===== src/rtl/hmp_pkg.sv =====
// ----------------------------------------------------------------------------
// hmp_pkg
// shared types and constants of the track event parser
// ----------------------------------------------------------------------------
package hmp_pkg;

  localparam int TICK_BITS_DEF     = 32;
  localparam int META_LEN_BITS_DEF = 28;
  localparam int RESULT_DEPTH      = 8;

  localparam int TICK_OUT_W = 32;
  localparam int PLEN_OUT_W = 28;
  localparam int TDATA_W    = 80;
  localparam int TUSER_W    = 3;

  localparam logic [7:0] STATUS_META    = 8'hFF;
  localparam logic [7:0] VOICE_MIN      = 8'h80;
  localparam logic [7:0] VOICE_MAX      = 8'hEF;
  localparam logic [7:0] FAMILY_MASK    = 8'hF0;
  localparam logic [7:0] FAM_PROGRAM    = 8'hC0;
  localparam logic [7:0] FAM_PRESSURE   = 8'hD0;
  localparam logic [7:0] META_END_TRACK = 8'h2F;

  typedef enum logic [1:0] {
    KIND_HEADER,
    KIND_PAYLOAD,
    KIND_DONE,
    KIND_ERROR
  } kind_t;

  typedef enum logic [2:0] {
    ERR_NONE,
    ERR_BODY_END,
    ERR_BAD_STATUS,
    ERR_META_TRUNC,
    ERR_VOICE_TRUNC
  } err_t;

  typedef struct packed {
    kind_t                   kind;
    logic [TICK_OUT_W-1:0]   tick;
    logic [7:0]              st;
    logic                    meta;
    logic [PLEN_OUT_W-1:0]   plen;
    logic [7:0]              pbyte;
    err_t                    err;
    logic                    last;
  } result_t;

  typedef struct packed {
    logic [1:0] num;
    result_t    first;
    result_t    second;
  } push_t;

endpackage


===== src/rtl/hmp_parse_core.sv =====
// ----------------------------------------------------------------------------
// hmp_parse_core
// per-byte parse state and result generation, up to two results per byte
// ----------------------------------------------------------------------------
module hmp_parse_core #(
  parameter int TICK_BITS     = hmp_pkg::TICK_BITS_DEF,
  parameter int META_LEN_BITS = hmp_pkg::META_LEN_BITS_DEF
) (
  input  logic            clk,
  input  logic            rst,
  input  logic            clear,
  input  logic [31:0]     body_len,
  input  logic            in_valid,
  input  logic [7:0]      in_byte,
  output hmp_pkg::push_t  push
);
  import hmp_pkg::*;

  typedef enum logic [2:0] {
    PH_DELTA,
    PH_STATUS,
    PH_MTYPE,
    PH_MLEN,
    PH_VDATA,
    PH_MDATA
  } phase_t;

  localparam logic [6:0] SHIFT_LIM = 7'(TICK_BITS);

  phase_t                   phase, phase_next;
  logic [TICK_BITS-1:0]     tick, tick_next;
  logic [5:0]               shift, shift_next;
  logic [31:0]              consumed;
  logic [META_LEN_BITS-1:0] pending, pending_next;
  logic [META_LEN_BITS-1:0] lacc, lacc_next;
  logic [2:0]               vcnt, vcnt_next;
  logic [7:0]               held, held_next;
  logic                     end_seen, end_seen_next;

  logic [31:0]              consumed_inc;
  logic [31:0]              remaining;
  logic                     active;
  logic [META_LEN_BITS-1:0] lacc_new;
  logic [2:0]               vcnt_new;
  logic [META_LEN_BITS-1:0] pending_dec;
  logic [1:0]               voice_len;
  logic                     do_end;
  logic                     end_meta;
  logic [TICK_OUT_W-1:0]    tick_out;

  function automatic result_t mk(kind_t k, logic [7:0] st, logic meta,
                                 logic [PLEN_OUT_W-1:0] plen, logic [7:0] pb,
                                 err_t e, logic [TICK_OUT_W-1:0] t);
    result_t r;
    r.kind  = k;
    r.tick  = t;
    r.st    = st;
    r.meta  = meta;
    r.plen  = plen;
    r.pbyte = pb;
    r.err   = e;
    r.last  = 1'b0;
    return r;
  endfunction

  assign consumed_inc = consumed + 32'd1;
  assign remaining    = body_len - consumed_inc;
  assign active       = in_valid && !end_seen && (consumed < body_len);
  assign lacc_new     = META_LEN_BITS'({lacc, in_byte[6:0]});
  assign vcnt_new     = vcnt + 3'd1;
  assign pending_dec  = (pending != '0) ? pending - META_LEN_BITS'(1) : pending;
  assign voice_len    = (((in_byte & FAMILY_MASK) == FAM_PROGRAM) ||
                         ((in_byte & FAMILY_MASK) == FAM_PRESSURE)) ? 2'd1 : 2'd2;
  assign tick_out     = TICK_OUT_W'(tick_next);

  always_comb begin
    phase_next    = phase;
    tick_next     = tick;
    shift_next    = shift;
    pending_next  = pending;
    lacc_next     = lacc;
    vcnt_next     = vcnt;
    held_next     = held;
    end_seen_next = end_seen;
    do_end        = 1'b0;
    end_meta      = 1'b0;
    push          = '0;

    if (active) begin
      unique case (phase)
        PH_DELTA: begin
          if ({1'b0, shift} < SHIFT_LIM) begin
            tick_next = tick + (TICK_BITS'(in_byte[6:0]) << shift);
          end
          shift_next = (shift > 6'd56) ? 6'd63 : shift + 6'd7;
          if (in_byte[7]) begin
            phase_next = PH_STATUS;
          end
          if (remaining == '0) begin
            push.num      = 2'd1;
            push.first    = mk(KIND_ERROR, '0, 1'b0, '0, '0, ERR_BODY_END, tick_out);
            end_seen_next = 1'b1;
          end
        end
        PH_STATUS: begin
          if (in_byte == STATUS_META) begin
            if (remaining == '0) begin
              push.num      = 2'd1;
              push.first    = mk(KIND_ERROR, '0, 1'b0, '0, '0, ERR_META_TRUNC, tick_out);
              end_seen_next = 1'b1;
            end else begin
              phase_next = PH_MTYPE;
            end
          end else if (in_byte >= VOICE_MIN && in_byte <= VOICE_MAX) begin
            if (remaining < 32'(voice_len)) begin
              push.num      = 2'd1;
              push.first    = mk(KIND_ERROR, '0, 1'b0, '0, '0, ERR_VOICE_TRUNC, tick_out);
              end_seen_next = 1'b1;
            end else begin
              held_next    = in_byte;
              pending_next = META_LEN_BITS'(voice_len);
              phase_next   = PH_VDATA;
              push.num     = 2'd1;
              push.first   = mk(KIND_HEADER, in_byte, 1'b0, PLEN_OUT_W'(voice_len), '0,
                                ERR_NONE, tick_out);
            end
          end else begin
            push.num      = 2'd1;
            push.first    = mk(KIND_ERROR, '0, 1'b0, '0, '0, ERR_BAD_STATUS, tick_out);
            end_seen_next = 1'b1;
          end
        end
        PH_MTYPE: begin
          held_next  = in_byte;
          lacc_next  = '0;
          vcnt_next  = '0;
          phase_next = PH_MLEN;
          if (remaining == '0) begin
            push.num      = 2'd1;
            push.first    = mk(KIND_ERROR, '0, 1'b0, '0, '0, ERR_META_TRUNC, tick_out);
            end_seen_next = 1'b1;
          end
        end
        PH_MLEN: begin
          lacc_next = lacc_new;
          vcnt_next = vcnt_new;
          if (in_byte[7] && vcnt_new < 3'd4) begin
            if (remaining == '0) begin
              push.num      = 2'd1;
              push.first    = mk(KIND_ERROR, '0, 1'b0, '0, '0, ERR_META_TRUNC, tick_out);
              end_seen_next = 1'b1;
            end
          end else if (remaining < 32'(lacc_new)) begin
            push.num      = 2'd1;
            push.first    = mk(KIND_ERROR, '0, 1'b0, '0, '0, ERR_META_TRUNC, tick_out);
            end_seen_next = 1'b1;
          end else begin
            push.num     = 2'd1;
            push.first   = mk(KIND_HEADER, held, 1'b1, PLEN_OUT_W'(lacc_new), '0,
                              ERR_NONE, tick_out);
            pending_next = lacc_new;
            if (lacc_new == '0) begin
              do_end   = 1'b1;
              end_meta = 1'b1;
            end else begin
              phase_next = PH_MDATA;
            end
          end
        end
        PH_VDATA, PH_MDATA: begin
          push.num     = 2'd1;
          push.first   = mk(KIND_PAYLOAD, held, (phase == PH_MDATA), '0, in_byte,
                            ERR_NONE, tick_out);
          pending_next = pending_dec;
          if (pending_dec == '0) begin
            do_end   = 1'b1;
            end_meta = (phase == PH_MDATA);
          end
        end
        default: begin
          phase_next = PH_DELTA;
          shift_next = '0;
        end
      endcase

      if (do_end) begin
        if ((end_meta && held == META_END_TRACK) || remaining == '0) begin
          push.num      = 2'd2;
          push.second   = mk(KIND_DONE, '0, 1'b0, '0, '0, ERR_NONE, tick_out);
          end_seen_next = 1'b1;
        end else begin
          phase_next = PH_DELTA;
          shift_next = '0;
        end
      end

      if (push.num == 2'd2) begin
        push.second.last = 1'b1;
      end else if (push.num == 2'd1) begin
        push.first.last = 1'b1;
      end
    end
  end

  always_ff @(posedge clk) begin
    if (rst || clear) begin
      phase    <= PH_DELTA;
      tick     <= '0;
      shift    <= '0;
      consumed <= '0;
      pending  <= '0;
      lacc     <= '0;
      vcnt     <= '0;
      held     <= '0;
      end_seen <= 1'b0;
    end else if (active) begin
      phase    <= phase_next;
      tick     <= tick_next;
      shift    <= shift_next;
      consumed <= consumed_inc;
      pending  <= pending_next;
      lacc     <= lacc_next;
      vcnt     <= vcnt_next;
      held     <= held_next;
      end_seen <= end_seen_next;
    end
  end

`ifndef SYNTHESIS
  a_second_is_done: assert property (@(posedge clk) disable iff (rst)
    (push.num == 2'd2) |-> (push.second.kind == KIND_DONE && !push.first.last &&
                            push.second.last))
    else $error("second result of a byte is not track done");

  a_quiet_after_end: assert property (@(posedge clk) disable iff (rst)
    end_seen |-> (push.num == 2'd0))
    else $error("result after track end");

  a_data_phase_pending: assert property (@(posedge clk) disable iff (rst)
    ((phase == PH_VDATA || phase == PH_MDATA) && !end_seen) |-> (pending != '0))
    else $error("data phase with no pending payload");
`endif

endmodule


===== src/rtl/hmp_result_fifo.sv =====
// ----------------------------------------------------------------------------
// hmp_result_fifo
// result queue, takes up to two results per cycle, gives one per transfer
// ----------------------------------------------------------------------------
module hmp_result_fifo (
  input  logic              clk,
  input  logic              rst,
  input  hmp_pkg::push_t    push,
  input  logic              pop,
  output logic              out_valid,
  output hmp_pkg::result_t  out_res,
  output logic              room
);
  import hmp_pkg::*;

  localparam int PW = $clog2(RESULT_DEPTH);
  localparam int CW = $clog2(RESULT_DEPTH + 1);
  localparam logic [CW-1:0] ROOM_MAX = CW'(RESULT_DEPTH - 4);

  result_t          mem [RESULT_DEPTH];
  logic [PW-1:0]    wr_ptr;
  logic [PW-1:0]    rd_ptr;
  logic [CW-1:0]    count;
  logic             do_pop;

  assign out_valid = (count != '0);
  assign out_res   = mem[rd_ptr];
  assign room      = (count <= ROOM_MAX);
  assign do_pop    = pop && out_valid;

  always_ff @(posedge clk) begin
    if (push.num != 2'd0) begin
      mem[wr_ptr] <= push.first;
    end
    if (push.num == 2'd2) begin
      mem[wr_ptr + PW'(1)] <= push.second;
    end
  end

  always_ff @(posedge clk) begin
    if (rst) begin
      wr_ptr <= '0;
      rd_ptr <= '0;
      count  <= '0;
    end else begin
      wr_ptr <= wr_ptr + PW'(push.num);
      rd_ptr <= rd_ptr + PW'(do_pop);
      count  <= count + CW'(push.num) - CW'(do_pop);
    end
  end

`ifndef SYNTHESIS
  a_no_overflow: assert property (@(posedge clk) disable iff (rst)
    ({1'b0, count} + (CW+1)'(push.num)) <= (CW+1)'(RESULT_DEPTH))
    else $error("result queue overflow");

  a_push_count: assert property (@(posedge clk) disable iff (rst)
    push.num != 2'd3)
    else $error("more than two results in one cycle");

  a_drain_last: assert property (@(posedge clk) disable iff (rst)
    (count == CW'(1) && pop && push.num == 2'd0) |=> !out_valid)
    else $error("queue not empty after last transfer");
`endif

endmodule


===== src/rtl/hmp_track_event_parser_top.sv =====
// ----------------------------------------------------------------------------
// hmp_track_event_parser_top
// track body byte parser: event headers, payload bytes, track done, errors
//
//  port group  dir  contents
//  s_t*        in   body bytes, one per transfer
//  m_t*        out  results, one per transfer, tlast on last result of a byte
//  apb         in   track_body_length at address 0, write restarts the parse
//
//  one byte per cycle sustained while s_tready is high; a byte is registered in
//  the input register and its results enter the result queue at the next edge
//  a byte yields up to two results, the queue drains one result per cycle while m_tready is high
//  s_tready drops while the queue has fewer than four free entries
//  rst is synchronous and clears all parse state; no clearing pass
// ----------------------------------------------------------------------------
module hmp_track_event_parser_top #(
  parameter int TICK_BITS     = hmp_pkg::TICK_BITS_DEF,
  parameter int META_LEN_BITS = hmp_pkg::META_LEN_BITS_DEF
) (
  input  logic                         clk,
  input  logic                         rst,
  input  logic                         psel,
  input  logic                         penable,
  input  logic                         pwrite,
  input  logic [2:0]                   paddr,
  input  logic [31:0]                  pwdata,
  output logic [31:0]                  prdata,
  output logic                         pready,
  input  logic                         s_tvalid,
  output logic                         s_tready,
  input  logic [7:0]                   s_tdata,  // body_byte
  output logic                         m_tvalid,
  input  logic                         m_tready,
  // event_tick, status_or_type, payload_length, payload_byte, error_code, pad
  output logic [hmp_pkg::TDATA_W-1:0]  m_tdata,
  output logic [hmp_pkg::TUSER_W-1:0]  m_tuser,  // result_kind, is_meta
  output logic                         m_tlast   // last_of_run
);
  import hmp_pkg::*;

  localparam logic REG_BODY_LEN = 1'b0;

  logic [31:0] body_len;
  logic        cfg_write;
  logic        in_valid;
  logic [7:0]  in_byte;
  push_t       push;
  result_t     out_res;
  logic        room;

  assign pready    = 1'b1;
  assign cfg_write = psel && penable && pwrite && (paddr[2] == REG_BODY_LEN);
  assign prdata    = (paddr[2] == REG_BODY_LEN) ? body_len : '0;
  assign s_tready  = room;

  always_ff @(posedge clk) begin
    if (rst) begin
      body_len <= '0;
    end else if (cfg_write) begin
      body_len <= pwdata;
    end
  end

  always_ff @(posedge clk) begin
    if (rst) begin
      in_valid <= 1'b0;
    end else begin
      in_valid <= s_tvalid && s_tready;
    end
  end

  always_ff @(posedge clk) begin
    if (s_tvalid && s_tready) begin
      in_byte <= s_tdata;
    end
  end

  hmp_parse_core #(
    .TICK_BITS     (TICK_BITS),
    .META_LEN_BITS (META_LEN_BITS)
  ) u_core (
    .clk      (clk),
    .rst      (rst),
    .clear    (cfg_write),
    .body_len (body_len),
    .in_valid (in_valid),
    .in_byte  (in_byte),
    .push     (push)
  );

  hmp_result_fifo u_fifo (
    .clk       (clk),
    .rst       (rst),
    .push      (push),
    .pop       (m_tready),
    .out_valid (m_tvalid),
    .out_res   (out_res),
    .room      (room)
  );

  assign m_tdata = {1'b0, out_res.err, out_res.pbyte, out_res.plen, out_res.st,
                    out_res.tick};
  assign m_tuser = {out_res.meta, out_res.kind};
  assign m_tlast = out_res.last;

endmodule

===== config.mk =====
export PLATFORM = sky130hd
export DESIGN_NAME = hmp_track_event_parser_top
export DESIGN_NICKNAME = d
export VERILOG_FILES = /design/src/rtl/hmp_pkg.sv /design/src/rtl/hmp_parse_core.sv /design/src/rtl/hmp_result_fifo.sv /design/src/rtl/hmp_track_event_parser_top.sv
export SDC_FILE = /design/constraint.sdc
export NUM_CORES = 2
export LEC_CHECK = 0
export BUFFER_PORTS_ARGS = -buffer_cell sky130_fd_sc_hd__buf_4
export CORE_AREA = 2 2 337 372
export CTS_CLUSTER_DIAMETER = 100
export DETAILED_ROUTE_END_ITERATION = 10
export DIE_AREA = 0 0 339 374
export HOLD_SLACK_MARGIN = 0.02
export PLACE_DENSITY_LB_ADDON = 0.15
export SLEW_MARGIN = 5
export SYNTH_ARGS = -nofsm -noshare
export SYNTH_HDL_FRONTEND = slang
export SYNTH_SLANG_ARGS = --single-unit

===== constraint.sdc =====
create_clock -name clk -period 10.6 [get_ports clk]
set_input_delay 2.12 -clock clk [delete_from_list [all_inputs] [get_ports clk]]
set_output_delay 2.12 -clock clk [all_outputs]
set_load 0.02 [all_outputs]

==> flow_metrics.tcl <==
set metrics [dict create \
    status "finished clean" \
    cts_sinks 849 \
    diodes 0 \
    post_cts.repair.setup_buffers 0 \
    gp_congestion 0.8471 \
    rr_worst_depth 34 \
    die_h_um 374 \
    cts-hold-fix-buffers 0 \
    clkTransAtPathRegs_ns 0.06 \
    hold_class "flip-flop to flip-flop" \
    synth-seq-cells 849 \
    setup_viol 0 \
    grt_pass1_vias 32813 \
    netSwitchingFraction_pct 30.05 \
    drv_slew 0 \
    die_w_um 339 \
    synth_common_cells "569 x dfxtp_1, 494 x nor2_1, 308 x nand2_1, 280 x edfxtp_1, 275 x a21oi_1" \
    core-area_um2 122800 \
    ys_seq_area_share_pct 46.29 \
    multiInputGateArea_um2 21410 \
    required_ns 11.18 \
    cts_tree "done" \
    drc 0 \
    r2r_end "u_fifo.count[3]" \
    slowest_stage "a2bb2oi_1" \
    period_share_pct 80.74 \
    grt-ovfl-total 0 \
    synth-main-ff-cell "dfxtp_1" \
    grt_use_total_pct 21.47 \
    yosysMostFrequentCell "dfxtp_1" \
    synth_fp_nets 4289 \
    fin_skew_ns 0.04111 \
    slew_headroom_pct 13.07 \
    cp_max_fo 7 \
    fmax_mhz 116.8 \
    post_drt_wl_per_cell_um 23.69 \
    syn_area_per_cell_um2 10.41 \
    power_leakage_nw 17.28 \
    ant_nets 0 \
    power.share.clock_pct 38.4 \
    final_nets 4309 \
    synth_largest_area_cell "dfxtp_1" \
    finalHoldViolCount 0 \
    initial_core_util_pct 34.83 \
    synthTopCellsByArea "dfxtp_1 27%, edfxtp_1 20%, mux4_2 8.7%, nor2_1 4.3%, a22o_1 4.2%" \
    row_count 135 \
    rsz0062_at_grt "false" \
    crit_path_end_kind "flip-flop" \
    crit_type "flip-flop to flip-flop" \
    synth.yosys.warnings 0 \
    seqPwrFrac_pct 41.0 \
    combPwrFrac_pct 20.6 \
    synth_edf_count 280 \
    num-fill-cells 12115 \
    grt_max_degree 123 \
    post_cts_resized 0 \
    drive_above_1_share_pct 16.82 \
    internal_power_w 0.005935 \
    finalSetupTns_ns 0 \
    first_iter_violations 2338 \
    firstDrtPassIters 5 \
    maxCapViolations 0 \
    worstPathArrival_ns 9.13 \
    async_flop_share_pct 0 \
    vias 32854 \
    powerDensity_nw_per_um2 174.9 \
    dp_hpwl_mm 85.61 \
    dieArea_um2 126800 \
    worstMarginPinSlew_ns 1.296 \
    grt_pass1_wl_mm 209.8 \
    endpoint "u_fifo.count[3]" \
    netSwitchingPower_w 0.002549 \
    syn_to_final_growth_pct 13.41 \
    critPathLaunch "u_core.consumed[0]" \
    cts_buffers 94 \
    viasPerCell 5.619 \
    syn_area_um2 42770 \
    slowest_delay_ns 0.58 \
    whs_ns 0.4491 \
    min_period_ns 8.558 \
    clk_path_buf_depth 3 \
    io_pins 169 \
    cts_htree_levels 3 \
    final-seq-area_um2 19810 \
    synth_cells 4108 \
    synth_cell_types 96 \
    ir_worst_vdd_mv 0.2170 \
    antenna_found_initial 1 \
    drt_wl_total_mm 138.5 \
    crit_top_cell "ha_1" \
    io_buffers 164 \
    startpoint_type "flip-flop" \
    timing.rr.start "u_core.consumed[0]" \
    cts_root_buf "clkbuf_16" \
    reg2reg_slack_ns 2.04 \
    synth_top_area_share_pct 26.63 \
    clkLatencyLatePin_ns 0.71 \
]
==> cells by family (layout without fill, tap and decap cells) <==
logic type	Yosys count	after routing	share of synthesized area, %
simple gates	1244	1244	13.35
compound gates	1035	1035	17.69
flops	849	849	46.29
buf+inv	425	520	3.961
mux	279	279	11.63
xor+xnor	138	138	3.051
fa+ha+maj	136	136	4.019
other cells	2	2	0.01756
==> power by group through the flow <==
stage	Clock [W]	Combinational, W	Sequential [W]
after floorplan	0	0.00129	0.00347
after global placement	0	0.00177	0.00355
after detailed placement	0	0.00177	0.00355
after CTS	0.00332	0.00177	0.00348
after global routing	0.00346	0.00191	0.00349
final	0.00326	0.00175	0.00348
==> critical path: cells and delay by family (launching register included) <==
family / cells / cell delay, ns
flip-flops: 1 / 0.40
XOR/XNOR: 3 / 0.38
AND/OR/NAND/NOR: 11 / 2.75
AO/OA/AOI/OAI: 14 / 3.22
adder cells (fa/ha/maj): 5 / 1.60
buffers and inverters: 1 / 0.05
==> stage by stage <==
stage | cell area, µm² | worst slack (ns) | instances | utilization (%) | total power, W
floorplan | 42770 | 3.588 | 4108 | - | 0.004759
global placement | 45500 | 2.091 | 5676 | 37.05 | 0.005315
detailed placement | 45500 | 2.102 | 5676 | 37.05 | 0.005315
CTS | 48510 | 2.089 | 5847 | 39.50 | 0.008575
global route | 48510 | 1.451 | 5847 | 39.50 | 0.008851
finish | 48510 | 2.042 | 5847 | 39.50 | 0.008485
==> registers in the layout, summed over array words and instances (netlist names) <==
signal / flops
u_core.lacc: 21
u_core.tick: 32
body_len: 32
u_fifo.count: 4
u_core.consumed: 32
u_core.vcnt: 3
in_valid: 1
in_byte: 8
u_fifo.wr_ptr: 3
u_core.phase: 3
u_core.pending: 28
u_core.end_seen: 1
u_fifo.mem: 664
u_core.held: 8
u_core.shift: 6
u_fifo.rd_ptr: 3
==> layout make-up <==
type / count / area share (%)
clock inverter: 49 / 0.9079
multi-input combinational: 2834 / 44.13
timing repair buffer: 237 / 3.719
tap: 1644 / 4.240
inverter: 112 / 0.8666
sequential: 849 / 40.84
clock buffer: 122 / 5.298
==> layout by cell type (no fill, tap or decap), types with 22 or more instances in the layout <==
cell / instances
dfxtp_1: 566
nor2_1: 494
nand2_1: 307
edfxtp_1: 280
a21oi_1: 273
buf_4: 235
a22o_1: 206
mux4_2: 166
o2bb2ai_1: 142
ha_1: 127
nand3_1: 105
inv_1: 104
clkbuf_16: 96
o21ai_0: 85
mux2_2: 84
nor3_1: 81
xnor2_1: 76
xor2_1: 55
a21o_1: 48
nand4_1: 36
a211oi_1: 36
nand2b_1: 31
nor2b_1: 30
mux2i_1: 29
nor4_1: 29
clkinv_2: 28
and3_1: 27
o21a_1: 25
o22ai_1: 22
==> metal layers <==
layer  routed length [µm]  vias to the layer above  GRT usage [%]  share of wire (%)
met5                    0                        -              0                  0
met4                 3352                        0          6.356                2.4
met3                 6663                      191          2.759                4.8
met2                66610                      908          36.19                 48
met1                61900                    16381          28.69                 45
li1                     -                    15374              -                  -
==> worst min-delay path by stage <==
stage,start,endpoint,depth (start not counted)
CTS,u_fifo.mem[1][33],u_fifo.mem[1][33],2
global route,u_fifo.mem[1][30],u_fifo.mem[1][30],2
finish,u_fifo.mem[1][36],u_fifo.mem[1][36],2
global placement,u_fifo.mem[1][36],u_fifo.mem[1][36],2
floorplan,u_fifo.mem[2][10],u_fifo.mem[2][10],1
detailed placement,u_fifo.mem[7][16],u_fifo.mem[7][16],1
Note: power is estimated with default switching activity, not from simulation.
